$ cat src/design/masked_rgb_convolution_3x3_top_macros.svh
// Assertion macros for the masked RGB convolution block
`ifndef MASKED_RGB_CONVOLUTION_3X3_TOP_MACROS_SVH
`define MASKED_RGB_CONVOLUTION_3X3_TOP_MACROS_SVH
`ifndef SYNTHESIS
`define MRC_ASSERT(lbl, prop, msg) \
  lbl: assert property (@(posedge clk) disable iff (rst) prop) else $error(msg);
`define MRC_NEVER(lbl, cond, msg) \
  lbl: assert property (@(posedge clk) disable iff (rst) !(cond)) else $error(msg);
`else
`define MRC_ASSERT(lbl, prop, msg)
`define MRC_NEVER(lbl, cond, msg)
`endif
`endif

$ cat src/design/mrc_pkg.sv
package mrc_pkg;

  localparam int MaxWidthDefault = 1024;
  localparam int CoeffFracDefault = 8;
  localparam int KernelSize = 3;
  localparam int NumTaps = KernelSize * KernelSize;
  localparam int ProdW = 25;
  localparam int SumW = 29;

  localparam logic [2:0] REG_IMAGE_WIDTH = 3'd0;
  localparam logic [2:0] REG_IMAGE_HEIGHT = 3'd1;
  localparam logic [2:0] REG_KERNEL_TOP = 3'd2;
  localparam logic [2:0] REG_KERNEL_MIDDLE = 3'd3;
  localparam logic [2:0] REG_KERNEL_BOTTOM = 3'd4;

  localparam logic [10:0] WidthReset = 11'd1024;
  localparam logic [15:0] HeightReset = 16'd768;
  localparam logic [47:0] KernelTopReset = 48'd0;
  localparam logic [47:0] KernelMiddleReset = 48'd256;
  localparam logic [47:0] KernelBottomReset = 48'd0;

  typedef struct packed {
    logic       mask;
    logic [7:0] blue;
    logic [7:0] green;
    logic [7:0] red;
  } pix_t;

  typedef struct packed {
    logic [7:0] in_red;
    logic [7:0] in_green;
    logic [7:0] in_blue;
    logic       in_masked;
  } in_item_t;

  typedef struct packed {
    logic [9:0]  out_column;
    logic [15:0] out_row;
    logic [7:0]  out_red;
    logic [7:0]  out_green;
    logic [7:0]  out_blue;
    logic        last_of_run;
    logic        frame_done;
  } out_item_t;

  // window slot (0..2) for a neighbor of a center, with edge clamping
  function automatic logic [1:0] win_idx(input logic signed [17:0] center,
                                         input logic [1:0] d,
                                         input logic signed [17:0] lim,
                                         input logic signed [17:0] base);
    logic signed [17:0] v;
    logic signed [17:0] t;
    v = center + 18'(d) - 18'sd1;
    if (v < 18'sd0) v = 18'sd0;
    if (v > lim) v = lim;
    t = v - base + 18'sd2;
    if (t < 18'sd0) t = 18'sd0;
    if (t > 18'sd2) t = 18'sd2;
    return t[1:0];
  endfunction

endpackage

$ cat src/design/mrc_cell.sv
module mrc_cell (
  input  logic              clk,
  input  logic              rst,
  input  logic              shift,
  input  mrc_pkg::pix_t     col_in  [3],
  output mrc_pkg::pix_t     col_out [3]
);

  always_ff @(posedge clk) begin
    if (rst) begin
      for (int i = 0; i < 3; i++) col_out[i] <= '0;
    end else if (shift) begin
      for (int i = 0; i < 3; i++) col_out[i] <= col_in[i];
    end
  end

endmodule

$ cat config.mk
export PLATFORM = sky130hd
export DESIGN_NAME = mrc_cell
export DESIGN_NICKNAME = d
export VERILOG_FILES = /design/src/design/masked_rgb_convolution_3x3_top_macros.svh /design/src/design/mrc_pkg.sv /design/src/design/mrc_cell.sv
export SDC_FILE = /design/constraint.sdc
export NUM_CORES = 1
export LEC_CHECK = 0
export ABC_AREA = 1
export BUFFER_PORTS_ARGS = -buffer_cell sky130_fd_sc_hd__buf_2
export CORE_ASPECT_RATIO = 0.9
export CORE_MARGIN = 1.5
export CORE_UTILIZATION = 29
export DETAILED_ROUTE_END_ITERATION = 8
export GPL_TIMING_DRIVEN = 0
export PLACE_DENSITY = 0.58
export SYNTH_ARGS = -nofsm -noshare
export SYNTH_HDL_FRONTEND = slang
export SYNTH_SLANG_ARGS = --single-unit
$ cat constraint.sdc
create_clock -name clk -period 1.1 [get_ports clk]
set_input_delay 0.11 -clock clk [delete_from_list [all_inputs] [get_ports clk]]
set_output_delay 0.11 -clock clk [all_outputs]
set_load 0.01 [all_outputs]
==> impl_metrics.csv <==
group,metric,value,unit
final_layout,top_register,"col_out",
synthesis,synth_area,3080,sq um
setup_path,reg2reg_depth,2,
flow_run,maxCapViolCount,0,
synthesis,syn_nets,554,
clock_network,postCtsSetupBuffers,0,
synthesis,ys_seq_elements,75,
power,peakVddDrop,0.9148,mV
drt,routedWlPerCell,9.812,um
clock_network,cts_max_path_buffers,2,
synthesis,yosys_warnings,0,
global_routing,grt_util_all_layers,13.87,%
clock_network,htree_levels,3,
setup_path,crit_buf_inv,1,
setup_path,crit_required,0.99,ns
timing,max_slew.worst_pin.slew,0.4347,ns
clock_network,post_cts_resized,0,
placement,dp_hpwl,5.621,mm
final_layout,multi_input_area,1126,sq um
drt,antenna_left,0,
timing,worst_clock_skew,0,ns
clock_network,clkLatencyLatePin,0.32,ns
final_layout,finalNetCount,716,
global_routing,grt_pass1_vias,2820,
setup_path,slowest_delay,0.34,ns
final_layout,n_fill_cell,1126,
timing,slew_headroom,71.02,%
drt,wirelength,7.565,mm
global_routing,grt_pass1_wl,12.61,mm
floorplan,die_w,111.6,um
drt,drt_iter0_markers,123,
synthesis,post_synth.cell_area_avg,6.472,sq um
timing,slew_violations,0,
power,p_leak,0.002625,uW
final_layout,antenna_cells,0,
clock_network,cts_made_buffers,9,
timing,min_period,0.9162,ns
floorplan,dieArea,11250,sq um
hold_path,hold_class,"in2reg",
final_layout,largest_reg_flops,75,
global_routing,antenna_found_initial,0,
placement,port_buffers,151,
drt,dr_total_vias,3008,
timing,fmax,1092,MHz
setup_path,crit_path_start_kind,"register",
setup_path,critical_path_depth,1,
setup_path,cp_max_fo,2,
clock_network,path_clk_slew,0.06,ns
synthesis,ys_seq_area_share,48.74,%
setup_path,crit_slowest_cell,"dfxtp_1",
final_layout,register_area,1501,sq um
floorplan,start_util,29.93,%
floorplan,std_cell_rows,35,
synthesis,yosysUniqueCellTypes,8,
timing,setup_violations,0,
timing,finalCritPeriodShare,83.29,%
power,power_density,1539,nW/um^2
drt,dr.pass1.iters,4,
placement,dpl_cell_area,3998,sq um
setup_path,path_cells,"buf_2",
global_routing,grt.overflow.total,0,
clock_network,cts_hold_buffers,0,
clock_network,clock_sinks,75,
timing,hold_viol,0,
final_layout,syn_to_final_growth,38.26,%
final_layout,largestRegisters,"col_out: 75 flops",
placement,gp_congestion,0.7020,
hold_path,holdPathStages,5,
setup_path,rrSetupSlack,0.53,ns
drt,drc,0,
floorplan,fp.dieH,100.8,um
global_routing,grt_max_degree,12,
placement,placed_cells,756,
timing,rsz0062_at_grt,"false",
setup_path,cp_top_family,"flip-flops",
synthesis,syn_inst,476,
power,power,6554,uW
clock_network,cts_tree,"built",
status,status,"finished clean",
final_layout,design_area,4259,sq um
clock_network,ctsRootBufferMaster,"clkbuf_16",
setup_path,worstSetupPathType,"reg2out",
timing,final.setup.tns,0,ns
drt,viasPerCell,3.901,
timing,fin_hold_ws,0.07114,ns
setup_path,critPathArrivalTime,0.81,ns
final_layout,drive_gt1_share,29.13,%
final_layout,final_cells,771,
setup_path,end_kind,"primary output",
floorplan,core_area,10290,sq um
floorplan,pin_count,153,
power breakdown:
| group | internal (uW) | switching [uW] | leakage, uW |
|---|---|---|---|
| logic | 427 | 525 | 0.00187 |
| clock network | 1560 | 1030 | 0.000132 |
| registers | 2910 | 93.0 | 0.000624 |
layer usage:
| layer | vias up | global-route usage [%] | part of all wire, % |
|---|---|---|---|
| li1 | 1662 | - | - |
| met4 | 0 | 4.382 | 0.33 |
| met2 | 87 | 22.28 | 46 |
| met5 | - | 0 | 0 |
| met1 | 1257 | 16.67 | 47 |
| met3 | 2 | 6.254 | 6.3 |
synthesized netlist by cell type:
master,instances,area share (%)
nand2_1,150,18
inv_1,76,9.3
dfxtp_1,75,49
buf_4,8,1.9
buf_2,11,1.8
clkbuf_1,2,0.24
nor2_1,150,18
buf_6,4,1.5
final cells by class:
type / instances / share of cell area, %
Buffer: 25 / 3.937
Clock buffer: 12 / 5.787
Clock inverter: 3 / 0.3525
Inverter: 76 / 6.698
Multi-Input combinational cell: 300 / 26.44
Sequential cell: 75 / 35.25
Tap cell: 129 / 3.790
Timing Repair Buffer: 151 / 17.74
kinds of logic after synthesis:
kind of cell | synth area share [%]
buffers and inverters | 14.70
DFF | 48.74
and+or+nand+nor | 36.56
worst register-to-register path, stage by stage (launching register included):
cell and delay, ns:
dfxtp_1 0.31, nor2_1 0.10, nor2_1 0.06
per-stage QoR:
stage	setup WS, ns	util, %
5_1_grt	0.1184	41.39
3_5_place_dp	0.09326	38.85
3_3_place_gp	0.1324	38.85
6_report	0.1838	41.39
2_1_floorplan	0.3312	-
4_1_cts	0.1558	41.39
layout by cell type (no fill, tap or decap), drive strengths merged:
cell type	count
dfxtp	75
nor2	150
nand2	150
buf	174
inv	76
clkbuf	14
clkinv	3
worst paths after layout:
| check | start | to |
|---|---|---|
| worst max register to register | col_out[69] | col_out[69] |
| worst max-delay path | col_out[7] | col_out[7] |
| worst min register to register | col_out[46] | col_out[46] |
| worst min-delay path | col_in[40] | col_out[40] |
Power figures use the tool's default switching activity.
