`src/design/masked_rgb_convolution_3x3_top_macros.svh`:
```
// Assertion macros for the masked RGB convolution block
`ifndef MASKED_RGB_CONVOLUTION_3X3_TOP_MACROS_SVH
`define MASKED_RGB_CONVOLUTION_3X3_TOP_MACROS_SVH
`ifndef SYNTHESIS
`define MRC_ASSERT(lbl, prop, msg) \
  lbl: assert property (@(posedge clk) disable iff (rst) prop) else $error(msg);
`define MRC_NEVER(lbl, cond, msg) \
  lbl: assert property (@(posedge clk) disable iff (rst) !(cond)) else $error(msg);
`else
`define MRC_ASSERT(lbl, prop, msg)
`define MRC_NEVER(lbl, cond, msg)
`endif
`endif

```
`src/design/mrc_pkg.sv`:
```
package mrc_pkg;

  localparam int MaxWidthDefault = 1024;
  localparam int CoeffFracDefault = 8;
  localparam int KernelSize = 3;
  localparam int NumTaps = KernelSize * KernelSize;
  localparam int ProdW = 25;
  localparam int SumW = 29;

  localparam logic [2:0] REG_IMAGE_WIDTH = 3'd0;
  localparam logic [2:0] REG_IMAGE_HEIGHT = 3'd1;
  localparam logic [2:0] REG_KERNEL_TOP = 3'd2;
  localparam logic [2:0] REG_KERNEL_MIDDLE = 3'd3;
  localparam logic [2:0] REG_KERNEL_BOTTOM = 3'd4;

  localparam logic [10:0] WidthReset = 11'd1024;
  localparam logic [15:0] HeightReset = 16'd768;
  localparam logic [47:0] KernelTopReset = 48'd0;
  localparam logic [47:0] KernelMiddleReset = 48'd256;
  localparam logic [47:0] KernelBottomReset = 48'd0;

  typedef struct packed {
    logic       mask;
    logic [7:0] blue;
    logic [7:0] green;
    logic [7:0] red;
  } pix_t;

  typedef struct packed {
    logic [7:0] in_red;
    logic [7:0] in_green;
    logic [7:0] in_blue;
    logic       in_masked;
  } in_item_t;

  typedef struct packed {
    logic [9:0]  out_column;
    logic [15:0] out_row;
    logic [7:0]  out_red;
    logic [7:0]  out_green;
    logic [7:0]  out_blue;
    logic        last_of_run;
    logic        frame_done;
  } out_item_t;

  // window slot (0..2) for a neighbor of a center, with edge clamping
  function automatic logic [1:0] win_idx(input logic signed [17:0] center,
                                         input logic [1:0] d,
                                         input logic signed [17:0] lim,
                                         input logic signed [17:0] base);
    logic signed [17:0] v;
    logic signed [17:0] t;
    v = center + 18'(d) - 18'sd1;
    if (v < 18'sd0) v = 18'sd0;
    if (v > lim) v = lim;
    t = v - base + 18'sd2;
    if (t < 18'sd0) t = 18'sd0;
    if (t > 18'sd2) t = 18'sd2;
    return t[1:0];
  endfunction

endpackage

```
`src/design/mrc_lane.sv`:
```
module mrc_lane #(
  parameter int COEFF_FRACTION_BITS = mrc_pkg::CoeffFracDefault
) (
  input  logic               clk,
  input  logic               adv,
  input  logic [7:0]         px   [mrc_pkg::NumTaps],
  input  logic signed [15:0] coef [mrc_pkg::NumTaps],
  output logic [7:0]         y
);

  logic signed [mrc_pkg::ProdW-1:0] prod [mrc_pkg::NumTaps];
  logic signed [mrc_pkg::SumW-1:0]  part [3];
  logic signed [mrc_pkg::SumW-1:0]  sum;
  logic signed [mrc_pkg::SumW-1:0]  q;

  assign sum = part[0] + part[1] + part[2];
  assign q = sum >>> COEFF_FRACTION_BITS;

  always_ff @(posedge clk) begin
    if (adv) begin
      for (int i = 0; i < mrc_pkg::NumTaps; i++)
        prod[i] <= mrc_pkg::ProdW'(coef[i] * $signed({1'b0, px[i]}));
      for (int j = 0; j < 3; j++)
        part[j] <= mrc_pkg::SumW'(prod[3*j]) + mrc_pkg::SumW'(prod[3*j+1])
                   + mrc_pkg::SumW'(prod[3*j+2]);
    end
  end

  always_comb begin
    if (sum < 0) y = 8'd0;
    else if (q > mrc_pkg::SumW'(255)) y = 8'd255;
    else y = q[7:0];
  end

endmodule

```
`config.mk`:
```
export PLATFORM = sky130hd
export DESIGN_NAME = mrc_lane
export DESIGN_NICKNAME = d
export VERILOG_FILES = /design/src/design/masked_rgb_convolution_3x3_top_macros.svh /design/src/design/mrc_pkg.sv /design/src/design/mrc_lane.sv
export SDC_FILE = /design/constraint.sdc
export NUM_CORES = 2
export LEC_CHECK = 0
export BUFFER_PORTS_ARGS = -buffer_cell sky130_fd_sc_hd__buf_2
export CAP_MARGIN = 20
export CORE_MARGIN = 4
export CORE_UTILIZATION = 59
export CTS_BUF_LIST = sky130_fd_sc_hd__clkbuf_4 sky130_fd_sc_hd__clkbuf_8 sky130_fd_sc_hd__clkbuf_16
export DETAILED_ROUTE_END_ITERATION = 6
export GPL_ROUTABILITY_DRIVEN = 0
export PLACE_DENSITY = 0.87
export SYNTH_ARGS = -nofsm -noshare
export SYNTH_HDL_FRONTEND = slang
export SYNTH_SLANG_ARGS = --single-unit
export TNS_END_PERCENT = 30
```
`constraint.sdc`:
```
create_clock -name clk -period 5.2 [get_ports clk]
set_input_delay 0.26 -clock clk [delete_from_list [all_inputs] [get_ports clk]]
set_output_delay 0.26 -clock clk [all_outputs]
set_load 0.005 [all_outputs]
```
==> summary.txt <==
Outcome
  – Status: finished clean

Setup path
  – CP max stage delay: 0.60 ns
  – CP dominant cell by count: inv_1
  – Critical Path RT: 4.94 ns
  – Slowest cell on crit path: a2bb2oi_1
  – WS Path Type: reg -> out
  – Critical Path AT: 4.55 ns
  – CP cell instances: inv_1 > fa_1 > inv_1 > ha_1 > a21oi_1 > o21ai_1 > a41oi_4 > o21ai_2 > a21bo_2 > o2111ai_1 > and3b_1 > a2bb2oi_1 > a31oi_1 > buf_2
  – Crit-path max FO: 8
  – Crit. End Element: primary output
  – Startpoint Class: flop

Place
  – Post-DP Area: 0.0600 mm²
  – DP Worst Slack: -0.0477 ns
  – Final HPWL DP: 108000 µm
  – Placed insts: 7381
  – I/O Buffers: 225

Job
  – Max_cap viols: 0

Synth
  – Syn Nets: 7701
  – Synthesized area per cell: 9.67 µm²
  – Syn. warnings: 0
  – Yosys reg bits: 306
  – Cell taking the most area after synthesis: fa_1
  – Mapped Cells: 5909
  – Number of synthesized flops with an enable pin: 306
  – Mapped Area: 0.0571 mm²
  – Ys flop type: edfxtp_1
  – Asr flop ratio synth: 0
  – Post-synth top area share: 0.358
  – Top-count cell post-synth: inv_1
  – Register area share after synthesis: 0.161
  – Netlist cell types: 85
  – Post-synth top cells: inv_1, fa_1, and2_1, ha_1, nand2_1
  – Synth area leaders: fa_1, edfxtp_1, ha_1

Cells and area
  – Area added between synthesis and finish: 7.23%
  – Layout Cells excl Fill: 7462
  – Share of cells above drive strength 1: 0.0613
  – Footprint of the multi-input gates: 0.0426 mm²
  – Register area: 0.00919 mm²
  – Finished Cell Area: 0.0613 mm²
  – Final net count: 7945
  – Filler Cells Inserted: 7354

Drt
  – Remaining DRCs: 0
  – Vias per cell: 5.51
  – DRT Wirelength: 129000 µm
  – ANT nets after route: 0
  – Via count: 41088
  – First-pass DRT Iterations: 5
  – Drt wl/cell: 17.2 µm
  – DR iter-0 viols: 2651

Global route
  – Congestion Overflow GR: 0
  – Largest net degree at the start of global routing: 176
  – Tot GR Track Use: 0.259
  – Vias in the first global route: 44570
  – First-pass GRT wire length: 217000 µm
  – Initial antenna violation count: 20

STA
  – Clock skew: 0.0267 ns
  – Setup violators final: 0
  – Sum Neg Setup Slack: 0 ns
  – Max-slew headroom: 0.332
  – RSZ-0062 raised after global routing: no
  – Tmin final: 4.81 ns
  – Fin. Hold Viols: 0
  – Slew Viols, Final: 0
  – FMAX: 208 MHz
  – Worst Tran Pin Value: 1.00 ns
  – Setup WS post-layout: 0.389 ns
  – Period Utilization, post-route: 0.925

Floorplan
  – Ports: 226
  – Die Height: 319 µm
  – Site row count: 113
  – Starting Density: 0.598
  – Die area: 0.102 mm²
  – Die Wd: 319 µm
  – Core Box Area: 0.0956 mm²

Clock tree
  – CTS Buf Count: 35
  – CTS sink count: 306
  – CTS tree: built
  – Post-CTS Setup Inserts: 0
  – CTS root buffer: clkbuf_16
  – Cts hold-fix bufs: 0
  – Clk Latency, worst-skew pair: 0.55 ns
  – Clk buf depth: 3
  – Post-cts sizing count: 0
  – H-tree levels: 2
  – Clk pin slew, worst setup/hold paths: 0.07 ns

Worst hold path
  – Hold Path Class: in -> reg
## sequential cells by signal (all words and copies together) (netlist names)
signal,flops
part,81
prod,225
## cell usage in the layout, fill, tap and decap left out, types with 7 or more instances in the layout
cell type and count:
inv_1 1358, fa_1 1022, and2_1 717, ha_1 552, nand2_1 541, edfxtp_1 306, buf_2 224, nor2_1 209
xnor2_1 208, a21oi_1 147, nor3_1 77, o21ai_0 76, nand3_1 69, buf_4 55, o21a_1 46, a21o_1 43
nor2b_1 42, xor2_1 42, and3_1 41, clkbuf_16 35, nand2b_1 28, or3_1 24, a211oi_1 24, a31oi_1 20
diode_2 18, o211ai_1 18, o21bai_1 16, o21ai_1 16, o31ai_1 11, or2_2 10, o211a_1 9, nand4_1 9
a21boi_0 9, a211o_1 9, nor4_1 8, o22ai_1 7, o2111ai_1 7
## metal layers
layer,vias to the layer above,GRT usage,part of all wire
li1,18831,-,-
met1,20552,0.327,0.39
met4,2,0.0914,0.042
met5,-,0,0.00010
met2,1369,0.461,0.51
met3,334,0.0330,0.059
## area by class of cell
class                   count  area share
multi-input cells        4170       0.695
clock inverters            24     0.00498
inverters                1359      0.0833
repair buffers            281      0.0256
clock buffers              39      0.0148
well taps                1265      0.0258
diodes                     18    0.000735
flip-flops and latches    306       0.150
## metrics by stage
step	util	hold WS (ns)
global route	0.641	0.116
CTS	0.641	0.0885
detailed placement	0.628	0.664
floorplan	-	0.372
global placement	0.628	0.680
finish	0.641	0.122
## cell families (layout without fill, tap and decap cells)
family	count (synthesis)	after routing	share of synthesized area
xor gates and xnor gates	250	250	0.0383
adders and majority gates	1574	1574	0.479
other	0	18	0
and+or+nand+nor	1799	1799	0.162
buffers and inverters	1433	1703	0.0941
AOI/OAI and AO/OA	537	537	0.0643
DFF	306	306	0.161
muxes	10	10	0.00184
## critical path, delay by kind of cell (launching register included)
kind | cells | cell delay (ns)
adders and majority gates | 2 | 0.80
buffers and inverters | 3 | 0.35
AOI/OAI and AO/OA | 8 | 2.24
DFF | 1 | 0.37
and+or+nand+nor | 1 | 0.23
## final timing paths
| kind | start | to | slack, ns | depth (start not counted) |
|---|---|---|---|---|
| worst max register to register | prod[0][51]$_DFFE_PP_ | part[0][25]$_DFFE_PP_ | 1.45 | 12 |
| worst min-delay path | coef[96] | prod[0][50]$_DFFE_PP_ | 0.12 | 2 |
| worst max-delay path | part[0][63]$_DFFE_PP_ | y[3] | 0.39 | 14 |
| worst min register to register | prod[0][201]$_DFFE_PP_ | part[0][59]$_DFFE_PP_ | 0.75 | 2 |
Power is not shown: default switching activity piles up to over one toggle a cycle in this logic, so the estimate is an artifact.
